## src/hdl/tlob_pkg.sv

```systemverilog
// ----------------------------------------------------------------------------
// tlob_pkg
// Shared types and constants for the tiered limit order book.
// ----------------------------------------------------------------------------
`default_nettype none

package tlob_pkg;

  localparam int NUM_TIERS_DEF      = 64;
  localparam int TIER_WIDTH_DEF     = 64;
  localparam int SLOTS_PER_TIER_DEF = 16;

  localparam int DATA_W    = 32;
  localparam int ROW_W     = 16;
  localparam int SLOT_W    = 4;
  localparam int DIV_SHIFT = 26;

  localparam int IN_TDATA_W  = 96;
  localparam int IN_TUSER_W  = 3;
  localparam int OUT_TDATA_W = 96;
  localparam int OUT_TUSER_W = 1;

  typedef enum logic [1:0] {
    REQ_INSERT = 2'd0,
    REQ_CANCEL = 2'd1,
    REQ_REDUCE = 2'd2,
    REQ_QUERY  = 2'd3
  } req_t;

  typedef enum logic [3:0] {
    OP_NONE,
    OP_CLR,
    OP_LOAD,
    OP_DIV1,
    OP_DIV2,
    OP_ROW_RD,
    OP_PICK,
    OP_LSCAN,
    OP_QSCAN,
    OP_INS_WR,
    OP_ENT_RD,
    OP_MOD_WR,
    OP_OUT
  } op_t;

  typedef struct packed {
    logic clr_done;
    logic neg;
    logic side_full;
    logic scan_done;
    logic hit;
    req_t req;
  } status_t;

endpackage

`default_nettype wire

```

## src/hdl/tlob_ctrl.sv

```systemverilog
// ----------------------------------------------------------------------------
// tlob_ctrl
// Request sequencer: issues datapath operations and runs the handshakes.
// ----------------------------------------------------------------------------
`default_nettype none

module tlob_ctrl import tlob_pkg::*; (
  input  wire logic    clk,
  input  wire logic    rst_n,
  input  wire logic    in_tvalid,
  output logic         in_tready,
  output logic         out_tvalid,
  input  wire logic    out_tready,
  input  wire status_t st,
  output op_t          op
);

  typedef enum logic [3:0] {
    S_CLEAR, S_IDLE, S_DISPATCH, S_DIV1, S_DIV2, S_ROW_RD, S_PICK,
    S_INS_SCAN, S_INS_WR, S_LOOK_SCAN, S_ENT_RD, S_MOD_WR, S_QSCAN, S_DONE
  } state_t;

  state_t state_r, state_nxt;
  logic   out_valid_r, out_valid_nxt;
  logic   out_free;

  assign out_free   = !out_valid_r || out_tready;
  assign in_tready  = (state_r == S_IDLE);
  assign out_tvalid = out_valid_r;

  always_comb begin
    state_nxt     = state_r;
    out_valid_nxt = out_valid_r && !out_tready;
    op            = OP_NONE;
    unique case (state_r)
      S_CLEAR: begin
        op = OP_CLR;
        if (st.clr_done) state_nxt = S_IDLE;
      end
      S_IDLE: begin
        if (in_tvalid) begin
          op        = OP_LOAD;
          state_nxt = S_DISPATCH;
        end
      end
      S_DISPATCH: begin
        unique case (st.req)
          REQ_INSERT:             state_nxt = st.neg ? S_DONE : S_DIV1;
          REQ_CANCEL, REQ_REDUCE: state_nxt = S_LOOK_SCAN;
          REQ_QUERY:              state_nxt = S_QSCAN;
          default:                state_nxt = S_DONE;
        endcase
      end
      S_DIV1: begin
        op        = OP_DIV1;
        state_nxt = S_DIV2;
      end
      S_DIV2: begin
        op        = OP_DIV2;
        state_nxt = S_ROW_RD;
      end
      S_ROW_RD: begin
        op        = OP_ROW_RD;
        state_nxt = S_PICK;
      end
      S_PICK: begin
        op        = OP_PICK;
        state_nxt = S_INS_SCAN;
      end
      S_INS_SCAN: begin
        // a full side is flagged combinationally from the latched tier row
        if (st.side_full) begin
          state_nxt = S_DONE;
        end else begin
          op = OP_LSCAN;
          if (st.scan_done) state_nxt = S_INS_WR;
        end
      end
      S_INS_WR: begin
        op        = OP_INS_WR;
        state_nxt = S_DONE;
      end
      S_LOOK_SCAN: begin
        op = OP_LSCAN;
        if (st.scan_done) state_nxt = st.hit ? S_ENT_RD : S_DONE;
      end
      S_ENT_RD: begin
        op        = OP_ENT_RD;
        state_nxt = S_MOD_WR;
      end
      S_MOD_WR: begin
        op        = OP_MOD_WR;
        state_nxt = S_DONE;
      end
      S_QSCAN: begin
        op = OP_QSCAN;
        if (st.scan_done) state_nxt = S_DONE;
      end
      S_DONE: begin
        if (out_free) begin
          op            = OP_OUT;
          out_valid_nxt = 1'b1;
          state_nxt     = S_IDLE;
        end
      end
      default: state_nxt = S_IDLE;
    endcase
  end

  always_ff @(posedge clk) begin
    if (!rst_n) begin
      state_r     <= S_CLEAR;
      out_valid_r <= 1'b0;
    end else begin
      state_r     <= state_nxt;
      out_valid_r <= out_valid_nxt;
    end
  end

  a_done_emits: assert property (@(posedge clk) disable iff (!rst_n)
    state_r == S_DONE && out_free |=> out_valid_r)
    else $error("finished request produced no result");

  a_accept_dispatch: assert property (@(posedge clk) disable iff (!rst_n)
    in_tvalid && in_tready |=> state_r == S_DISPATCH)
    else $error("accepted request not dispatched");

endmodule

`default_nettype wire

```

## config.mk

```make
export PLATFORM = sky130hd
export DESIGN_NAME = tlob_ctrl
export DESIGN_NICKNAME = d
export VERILOG_FILES = /design/src/hdl/tlob_pkg.sv /design/src/hdl/tlob_ctrl.sv
export SDC_FILE = /design/constraint.sdc
export NUM_CORES = 1
export LEC_CHECK = 0
export CORE_MARGIN = 5
export CORE_UTILIZATION = 41
export CTS_CLUSTER_DIAMETER = 50
export DETAILED_ROUTE_END_ITERATION = 12
export DONT_BUFFER_PORTS = 1
export SLEW_MARGIN = 20
export SYNTH_ARGS = -nofsm -noshare
export SYNTH_HDL_FRONTEND = slang
export SYNTH_SLANG_ARGS = --single-unit
```

## constraint.sdc

```tcl
create_clock -name clk -period 2.4 [get_ports clk]
set_input_delay 0.24 -clock clk [delete_from_list [all_inputs] [get_ports clk]]
set_output_delay 0.24 -clock clk [all_outputs]
set_load 0.05 [all_outputs]
```

==> results of run 1 <==
[sequential cells by signal, indices dropped and copies added (netlist names)]
signal and cells:
state_r 4, out_tvalid 1
[stage by stage]
stage	std cells	util (%)
final	100	47.8
after global routing	100	47.8
after CTS	100	47.8
after detailed placement	96	45.8
after global placement	96	45.8
after floorplan	83	-
[where the power goes]
| part | internal (mW) | leakage (nW) | switching (mW) |
|---|---|---|---|
| Clock | 0.0629 | 0.0150 | 0.0351 |
| Sequential | 0.113 | 0.0411 | 0.103 |
| Combinational | 0.262 | 0.193 | 0.441 |
| Total | 0.438 | 0.249 | 0.579 |
[logic make-up (layout without fill, tap and decap cells)]
kind of cell | count (synthesis) | after routing | synth area share [%]
buffers and inverters | 15 | 17 | 12.4
multiplexers | 1 | 1 | 1.74
XOR/XNOR | 1 | 1 | 1.52
AND/OR/NAND/NOR | 28 | 28 | 27.0
flip-flops | 5 | 5 | 17.4
AO/OA/AOI/OAI | 33 | 33 | 40.0
[final timing paths]
| check | start | to | slack, ps | cells past startpoint |
|---|---|---|---|---|
| min | rst_n | state_r[0]$_SDFFE_PN0P_ | 130 | 1 |
| max | state_r[2]$_SDFFE_PN0P_ | op[0] | 350 | 4 |
| max reg2reg | state_r[1]$_SDFFE_PN0P_ | state_r[0]$_SDFFE_PN0P_ | 590 | 4 |
| min reg2reg | state_r[0]$_SDFFE_PN0P_ | state_r[1]$_SDFFE_PN0P_ | 670 | 3 |
[routing by layer]
layer,GRT usage (%),vias to the layer above,wire length [um]
met5,0,-,0
met4,4.97,0,12
met3,5.64,2,137
met2,18.2,23,603
met1,19.3,283,647
li1,-,317,-
[cell usage in the layout (no fill, tap or decap), types with 2 or more instances in the layout]
cell type / n
sky130_fd_sc_hd__nand2_1: 7
sky130_fd_sc_hd__a21oi_1: 7
sky130_fd_sc_hd__buf_4: 7
sky130_fd_sc_hd__inv_1: 6
sky130_fd_sc_hd__o21ai_0: 6
sky130_fd_sc_hd__nor3_1: 5
sky130_fd_sc_hd__dfxtp_1: 5
sky130_fd_sc_hd__nor2_1: 4
sky130_fd_sc_hd__clkbuf_4: 3
sky130_fd_sc_hd__and3_1: 2
sky130_fd_sc_hd__a221oi_1: 2
sky130_fd_sc_hd__o22ai_1: 2
sky130_fd_sc_hd__nor3b_1: 2
sky130_fd_sc_hd__a211oi_1: 2
[layout make-up]
| class | count | share of cell area [%] |
|---|---|---|
| inverter | 6 | 3.58 |
| tap | 15 | 2.98 |
| multi-input combinational | 63 | 65.0 |
| clock buffer | 4 | 4.17 |
| timing repair buffer | 7 | 8.35 |
| sequential | 5 | 15.9 |
[critical path: cells and delay by family, from the launching register on]
family | cells | cell delay (ps)
flops | 1 | 750
buf+inv | 2 | 460
compound gates | 2 | 350
==> key figures, run 1 <==
Synth
  – Sequential element share of the synthesized area: 17.4%
  – Top cell type by total area after synthesis: sky130_fd_sc_hd__dfxtp_1
  – Number of flops mapped to enable cells by yosys: 0
  – Instance count of the mapped netlist: 83
  – Proportion of register bits with asynchronous set or reset after synthesis: 0%
  – Main flop type after synthesis: sky130_fd_sc_hd__dfxtp_1
  – Leading cell types by total area after synthesis: sky130_fd_sc_hd__dfxtp_1 (17%), sky130_fd_sc_hd__a21oi_1 (6.1%), sky130_fd_sc_hd__o21ai_0 (5.2%)
  – Flip-flop and latch count after synthesis: 5
  – Synthesized area divided by synthesized cell count: 6.93 um2
  – Area share of the largest cell type after synthesis: 17.4%
  – Synth cell count leaders: sky130_fd_sc_hd__a21oi_1 (7), sky130_fd_sc_hd__nand2_1 (7), sky130_fd_sc_hd__inv_1 (6), sky130_fd_sc_hd__o21ai_0 (6)
  – Cell area after synthesis: 576 um2
  – Net count of the mapped netlist: 94
  – Synth cell types: 39
  – Total of warnings raised by yosys: 0

Clock tree
  – H-tree levels: 1
  – Number of buffers between clock root and the deepest sink: 2
  – Hold Buf Count CTS: 0
  – Num CTS Buffers: 3
  – Number of clock sinks: 5
  – Clock transition time at the flip-flop clock pins of the worst setup and hold paths: 50 ps
  – Clock latency reported for the late side of the worst-skew pair: 240 ps
  – CTS-repair resized insts: 0
  – Number of buffers inserted by post-CTS setup repair: 0
  – TritonCTS clock tree: done
  – CTS Root Buffer Type: sky130_fd_sc_hd__clkbuf_4

Global routing
  – First-pass GRT wire length: between 2000 and 2500 um
  – Number of global-route vias before repair: 486
  – Overall overflow remaining after global route: 0
  – Overall fraction of global-route tracks in use: a little over an eighth
  – Pin count of the biggest net entering global routing: 23
  – Antenna violations before repair: 0

Layout
  – Synthesis-to-finish area growth: 9.35%
  – Finished Cell Area: 629 um2
  – Final nets: 97
  – Proportion of layout cells with a drive suffix above 1: 15.3%
  – Area of the multi-input gates: 409 um2
  – FILL cells: around 140
  – Sequential standard cell area: between 100 and 150 um2
  – Ant. Diodes: 0

Timing
  – Final sum of negative setup slack: 0 ps
  – Worst hold slack across all endpoints: between 100 and 150 ps
  – Min cycle time layout: roughly 2100 ps
  – Fin. max-slew vios: 0
  – Worst-Margin Slew: 681 ps
  – Worst clock skew: approximately 2.1 ps
  – Fraction of the cycle the final worst path needs: 85.4%
  – Unrepaired setup endpoints after global routing: false
  – Number of hold violations in the final report: 0
  – Max-slew headroom at the worst pin: 54.5%
  – Top achievable clock speed: 0.488 GHz
  – Final critical-path setup slack: around 350 ps
  – # setup viols final: 0

Critical path
  – Largest fanout of any net on the critical path: 22
  – CP max stage cell: sky130_fd_sc_hd__dfxtp_1
  – Type of the setup path with the least slack: flip-flop to output port
  – CP startpoint kind: flip-flop
  – Cell chain of the critical path: inv_1 -> o21ai_0 -> a211oi_2 -> buf_4
  – Crit path largest cell delay: 750 ps
  – Type of destination of the critical path: output port
  – Required @ worst endpoint: around 2200 ps
  – Endpoint arrival time on the critical path: roughly 1800 ps

Die
  – Die Footprint: 0.00225 mm2
  – I/O pins: 17
  – Starting Density: between 40% and 50%
  – Overall die width: 47.5 um
  – Number of rows in the core area: 13
  – Core ar.: 0.00132 mm2
  – Height of the die: 47.5 um

Job
  – Total of max-cap violations: 0

Route
  – DRC violations left: 0
  – Detailed-route via count: 625
  – First drt pass iteration count: 4
  – Post-detailed-route count of antenna-violating nets: 0
  – Average routed wire per standard cell: 14.0 um
  – Mean number of vias per cell: 6.25
  – Total detailed-routing wirelength: 1400 um
  – Number of DRC violations after detailed-routing iteration 0: 18

Power and ir drop
  – Static leakage: 0.249 nW
  – Maximum VDD drop: 0.554 mV
  – Power density over cell area: 1620 mW/mm2
  – Power, Total: 1.02 mW

Placement
  – Half-perimeter wire length after detailed placement: roughly 1000 um
  – Last weighted congestion value of the routability-driven placer: between 0.8 and 0.9
  – Total cell area at the placement stage: 603 um2
  – Pre-CTS WS: between 600 and 700 ps
  – Port Buf Inserts: 0

Run status
  – Status: complete, no violations

Min path
  – Worst Hold Class: primary input to flip-flop
(Power assumes the default switching activity.)
==> run 2: changes to the inputs <==
PLACE_DENSITY = 0.61   (was not set)
==> key figures, run 2 (synthesis results as in run 1) <==
Run status
  – Status: complete, no violations

Die
  – Core ar.: 0.00132 mm2
  – Starting Density: 43.7%
  – Height of the die: 47.5 um
  – Overall die width: 47.5 um
  – Die Footprint: 0.00225 mm2
  – Number of rows in the core area: 13
  – I/O pins: 17

Critical path
  – Largest fanout of any net on the critical path: 22
  – Type of destination of the critical path: output port
  – Type of the setup path with the least slack: flip-flop to output port
  – CP startpoint kind: flip-flop
  – Reg-to-Reg Start: state_r[1]$_SDFFE_PN0P_
  – Required @ worst endpoint: ~2200 ps
  – Endpoint arrival time on the critical path: 1820 ps
  – CP startpoint: state_r[2]$_SDFFE_PN0P_

Timing
  – Number of hold violations in the final report: 0
  – Final sum of negative setup slack: 0 ps
  – Fraction of the cycle the final worst path needs: 85.8%
  – Min cycle time layout: 2060 ps
  – Fin. max-slew vios: 0
  – Max-slew headroom at the worst pin: 55.3%
  – Worst clock skew: 7.22 ps
  – Unrepaired setup endpoints after global routing: false
  – Top achievable clock speed: 0.485 GHz
  – Worst hold slack across all endpoints: 123 ps
  – # setup viols final: 0
  – Worst-Margin Slew: 670 ps

Layout
  – Register with the highest flop count: state_r
  – Ant. Diodes: 0
  – Final nets: 96
  – Number of flip-flops under the largest register name: 4
  – Final cell utilization of the core: between 40% and 50%
  – Commonest non-fill, non-tap cells in the layout: sky130_fd_sc_hd__nand2_1 (7), sky130_fd_sc_hd__a21oi_1 (7), sky130_fd_sc_hd__inv_1 (6), sky130_fd_sc_hd__o21ai_0 (6), sky130_fd_sc_hd__buf_4 (6)
  – Synthesis-to-finish area growth: 8.04%
  – Proportion of layout cells with a drive suffix above 1: 14.3%

Global routing
  – Pin count of the biggest net entering global routing: 23
  – Antenna violations before repair: 0
  – Overall overflow remaining after global route: 0
  – Met1 global-route usage: 20.3%
  – Number of global-route vias before repair: 525
  – Overall fraction of global-route tracks in use: 14.7%
  – Global-route track usage on met3: 2.26%
  – First-pass GRT wire length: 2370 um
  – Met2 global-route usage: 20.9%
  – Highest-utilization routing layer at the global route stage: met2

Job
  – Total of max-cap violations: 0

Clock tree
  – Clock latency reported for the late side of the worst-skew pair: 250 ps
  – Hold Buf Count CTS: 0
  – H-tree levels: 1
  – Num CTS Buffers: 3
  – Number of buffers between clock root and the deepest sink: 2
  – Number of buffers inserted by post-CTS setup repair: 0
  – TritonCTS clock tree: done
  – CTS Root Buffer Type: sky130_fd_sc_hd__clkbuf_4
  – CTS-repair resized insts: 0
  – Number of clock sinks: 5
  – Clock transition time at the flip-flop clock pins of the worst setup and hold paths: roughly 40 ps

Route
  – First drt pass iteration count: 4
  – Total detailed-routing wirelength: 1460 um
  – Average routed wire per standard cell: 14.7 um
  – DRC violations left: 0
  – Number of DRC violations after detailed-routing iteration 0: 20
  – Mean number of vias per cell: about 6.4
  – Post-detailed-route count of antenna-violating nets: 0
  – Detailed-route via count: 630

Power and ir drop
  – Switching part of the total power: between 50% and 60%
  – Power density over cell area: about 1600 mW/mm2
  – Maximum VDD drop: 0.743 mV
  – Power, Total: 1.02 mW
  – Switching power summed over all nets: 591 uW
  – Combinational Power Share: 65.8%
  – Static leakage: 0.244 nW
  – Sequential power share: between 20% and 30%
  – Clock power frac: under 10%
  – P_int: 428 uW

Min path
  – Worst Hold Class: primary input to flip-flop
  – Hold path startpoint: rst_n

Placement
  – Port Buf Inserts: 0
  – Half-perimeter wire length after detailed placement: about 1100 um
  – Last weighted congestion value of the routability-driven placer: 0.764
run 2: changes by cell type in the layout (fill, tap and decap cells not counted), sizes merged:
cell,previous run,this run
buf,7,6
run 2: worst paths after layout:
path	to	slack [ps]	depth (start not counted)
setup / recovery	op[0]	340	4
hold / removal	state_r[0]$_SDFFE_PN0P_	120	1
setup reg to reg	state_r[0]$_SDFFE_PN0P_	620	4
hold reg to reg	state_r[3]$_SDFFE_PN0P_	730	2
run 2: worst max-delay path, stage by stage, from the launching register on:
cell and delay [ps]:
sky130_fd_sc_hd__dfxtp_1 740, sky130_fd_sc_hd__inv_1 240, sky130_fd_sc_hd__o21ai_0 270, sky130_fd_sc_hd__a211oi_2 100, sky130_fd_sc_hd__buf_4 220
run 2: final cells by class:
| class | instances | area, um2 |
|---|---|---|
| clock buffer | 4 | 26.3 |
| fill | 130 | 696 |
| inverter | 6 | 22.5 |
| multi-input combinational | 63 | 409 |
| sequential | 5 | 100 |
| tap | 15 | 18.8 |
| timing repair buffer | 6 | 45.0 |
run 2: power groups by stage:
stage          Combinational [mW]  Clock (mW)  Sequential (mW)
2_1_floorplan               0.659           0            0.126
3_3_place_gp                0.666           0            0.248
3_5_place_dp                0.669           0            0.249
4_1_cts                     0.672       0.103            0.247
5_1_grt                     0.728       0.108            0.264
6_report                    0.670       0.101            0.248
run 2: per-layer routing:
layer / share of wire [%] / up-vias
met5: 0 / -
met4: 1.3 / 0
met3: 7.3 / 2
met2: 48 / 26
met1: 43 / 288
li1: - / 314
run 2: through the flow:
stage,worst slack [ps],instances,instance area [um2]
after detailed placement,578,95,596
after global placement,594,95,596
final,340,99,622
after CTS,330,99,622
after global routing,175,99,622
after floorplan,1.79,83,581
==> run 3: changes to the inputs <==
==> constraint.sdc (replaced) <==
create_clock -name clk -period 2.4 [get_ports clk]
set_input_delay 0.24 -clock clk [delete_from_list [all_inputs] [get_ports clk]]
set_output_delay 0.24 -clock clk [all_outputs]
set_load 0.1 [all_outputs]
==> key figures, run 3 (synthesis results as in run 1) <==
Run status
  – Status: complete, no violations

Critical path
  – Endpoint arrival time on the critical path: 1990 ps
  – CP startpoint kind: flip-flop
  – Cell chain of the critical path: o21ai_0 -> a221oi_4 -> buf_12
  – CP max stage cell: sky130_fd_sc_hd__dfxtp_1
  – Largest fanout of any net on the critical path: 24
  – Crit path largest cell delay: just over 800 ps
  – Type of the setup path with the least slack: flip-flop to output port
  – Required @ worst endpoint: approximately 2200 ps
  – Type of destination of the critical path: output port

Clock tree
  – H-tree levels: 1
  – Num CTS Buffers: 3
  – Number of buffers inserted by post-CTS setup repair: 0
  – Hold Buf Count CTS: 0
  – Clock latency reported for the late side of the worst-skew pair: 250 ps
  – Number of clock sinks: 5
  – CTS-repair resized insts: 0
  – Number of buffers between clock root and the deepest sink: 2
  – Clock transition time at the flip-flop clock pins of the worst setup and hold paths: 40 ps
  – CTS Root Buffer Type: sky130_fd_sc_hd__clkbuf_4
  – TritonCTS clock tree: done

Die
  – Die Footprint: 0.00225 mm2
  – Number of rows in the core area: 13
  – Height of the die: 47.5 um
  – I/O pins: 17
  – Core ar.: about 0.0013 mm2
  – Overall die width: 47.5 um
  – Starting Density: 43.7%

Layout
  – Final nets: 99
  – Synthesis-to-finish area growth: 24.8%
  – Ant. Diodes: 0
  – Proportion of layout cells with a drive suffix above 1: about 21%
  – Register with the highest flop count: state_r
  – Commonest non-fill, non-tap cells in the layout: sky130_fd_sc_hd__nand2_1 (7), sky130_fd_sc_hd__a21oi_1 (7), sky130_fd_sc_hd__buf_4 (7), sky130_fd_sc_hd__inv_1 (6), sky130_fd_sc_hd__o21ai_0 (6)
  – Number of flip-flops under the largest register name: 4

Timing
  – Worst clock skew: 1.08 ps
  – Top achievable clock speed: 0.449 GHz
  – # setup viols final: 0
  – Unrepaired setup endpoints after global routing: false
  – Min cycle time layout: 2230 ps
  – Fin. max-slew vios: 0
  – Number of hold violations in the final report: 0
  – Max-slew headroom at the worst pin: 48.1%
  – Fraction of the cycle the final worst path needs: 92.8%
  – Worst-Margin Slew: about 800 ps
  – Final sum of negative setup slack: 0 ps

Global routing
  – Pin count of the biggest net entering global routing: 25
  – Number of global-route vias before repair: 522
  – Overall overflow remaining after global route: 0
  – Antenna violations before repair: 0
  – First-pass GRT wire length: ~2400 um
  – Overall fraction of global-route tracks in use: 15.2%

Min path
  – Worst Hold Class: primary input to flip-flop

Placement
  – Half-perimeter wire length after detailed placement: 1100 um
  – Last weighted congestion value of the routability-driven placer: approximately 0.76
  – Port Buf Inserts: 0

Route
  – Total detailed-routing wirelength: 1490 um
  – Mean number of vias per cell: 6.15
  – Average routed wire per standard cell: 14.6 um
  – DRC violations left: 0
  – First drt pass iteration count: 4
  – Detailed-route via count: 627
  – Post-detailed-route count of antenna-violating nets: 0
  – Number of DRC violations after detailed-routing iteration 0: 19

Job
  – Total of max-cap violations: 0
==> run 3: cell types whose count changed in the layout (fill, tap and decap cells not counted) <==
cell,before,now
sky130_fd_sc_hd__buf_12,0,2
sky130_fd_sc_hd__a31oi_1,1,0
sky130_fd_sc_hd__a211oi_4,0,1
sky130_fd_sc_hd__a211oi_2,1,0
sky130_fd_sc_hd__buf_4,6,7
sky130_fd_sc_hd__a221oi_1,2,0
sky130_fd_sc_hd__a31oi_2,0,1
sky130_fd_sc_hd__a221oi_4,0,2
==> run 3: worst paths after layout <==
check / startpoint / end / slack (ps) / cells past startpoint
setup / recovery: state_r[0]$_SDFFE_PN0P_ / op[2] / 170 / 3
hold / removal: rst_n / state_r[0]$_SDFFE_PN0P_ / 120 / 1
setup reg to reg: state_r[0]$_SDFFE_PN0P_ / state_r[0]$_SDFFE_PN0P_ / 450 / 4
hold reg to reg: state_r[3]$_SDFFE_PN0P_ / state_r[3]$_SDFFE_PN0P_ / 560 / 2
==> run 3: area by class of cell <==
cell class              instances  area [um2]
clock buffers                   4        26.3
fillers                       133         599
inverters                       6        22.5
multi-input cells              63         458
flip-flops and latches          5         100
well taps                      15        18.8
repair buffers                  9        92.6
==> run 3: worst max-delay path, delay by kind of cell, from the launching register on <==
kind / cells / cell delay [ps]
AO/OA/AOI/OAI: 2 / 710
buffers and inverters: 1 / 210
flip-flops: 1 / 820
==> run 3: metal layers <==
layer	up-vias	wire length, um	global-route usage, %
met5	-	0	0
met4	0	27	8.29
met3	4	144	7.14
met2	20	616	18.4
met1	283	704	21.4
li1	320	-	-
==> run 3: per-stage QoR <==
step	hold WS [ps]	instance area, um2	std cells	setup slack, ps	utilization (%)
6_report	119	718	102	173	54.5
5_1_grt	115	718	102	64.8	54.5
4_1_cts	115	718	102	178	54.5
3_5_place_dp	379	692	98	445	52.5
3_3_place_gp	379	692	98	456	52.5
2_1_floorplan	368	629	83	-85.2	-
Power of run 3 is left out: the tool's default activity adds up to more than one toggle a clock period on the data nets, which glitch-free logic cannot reach.
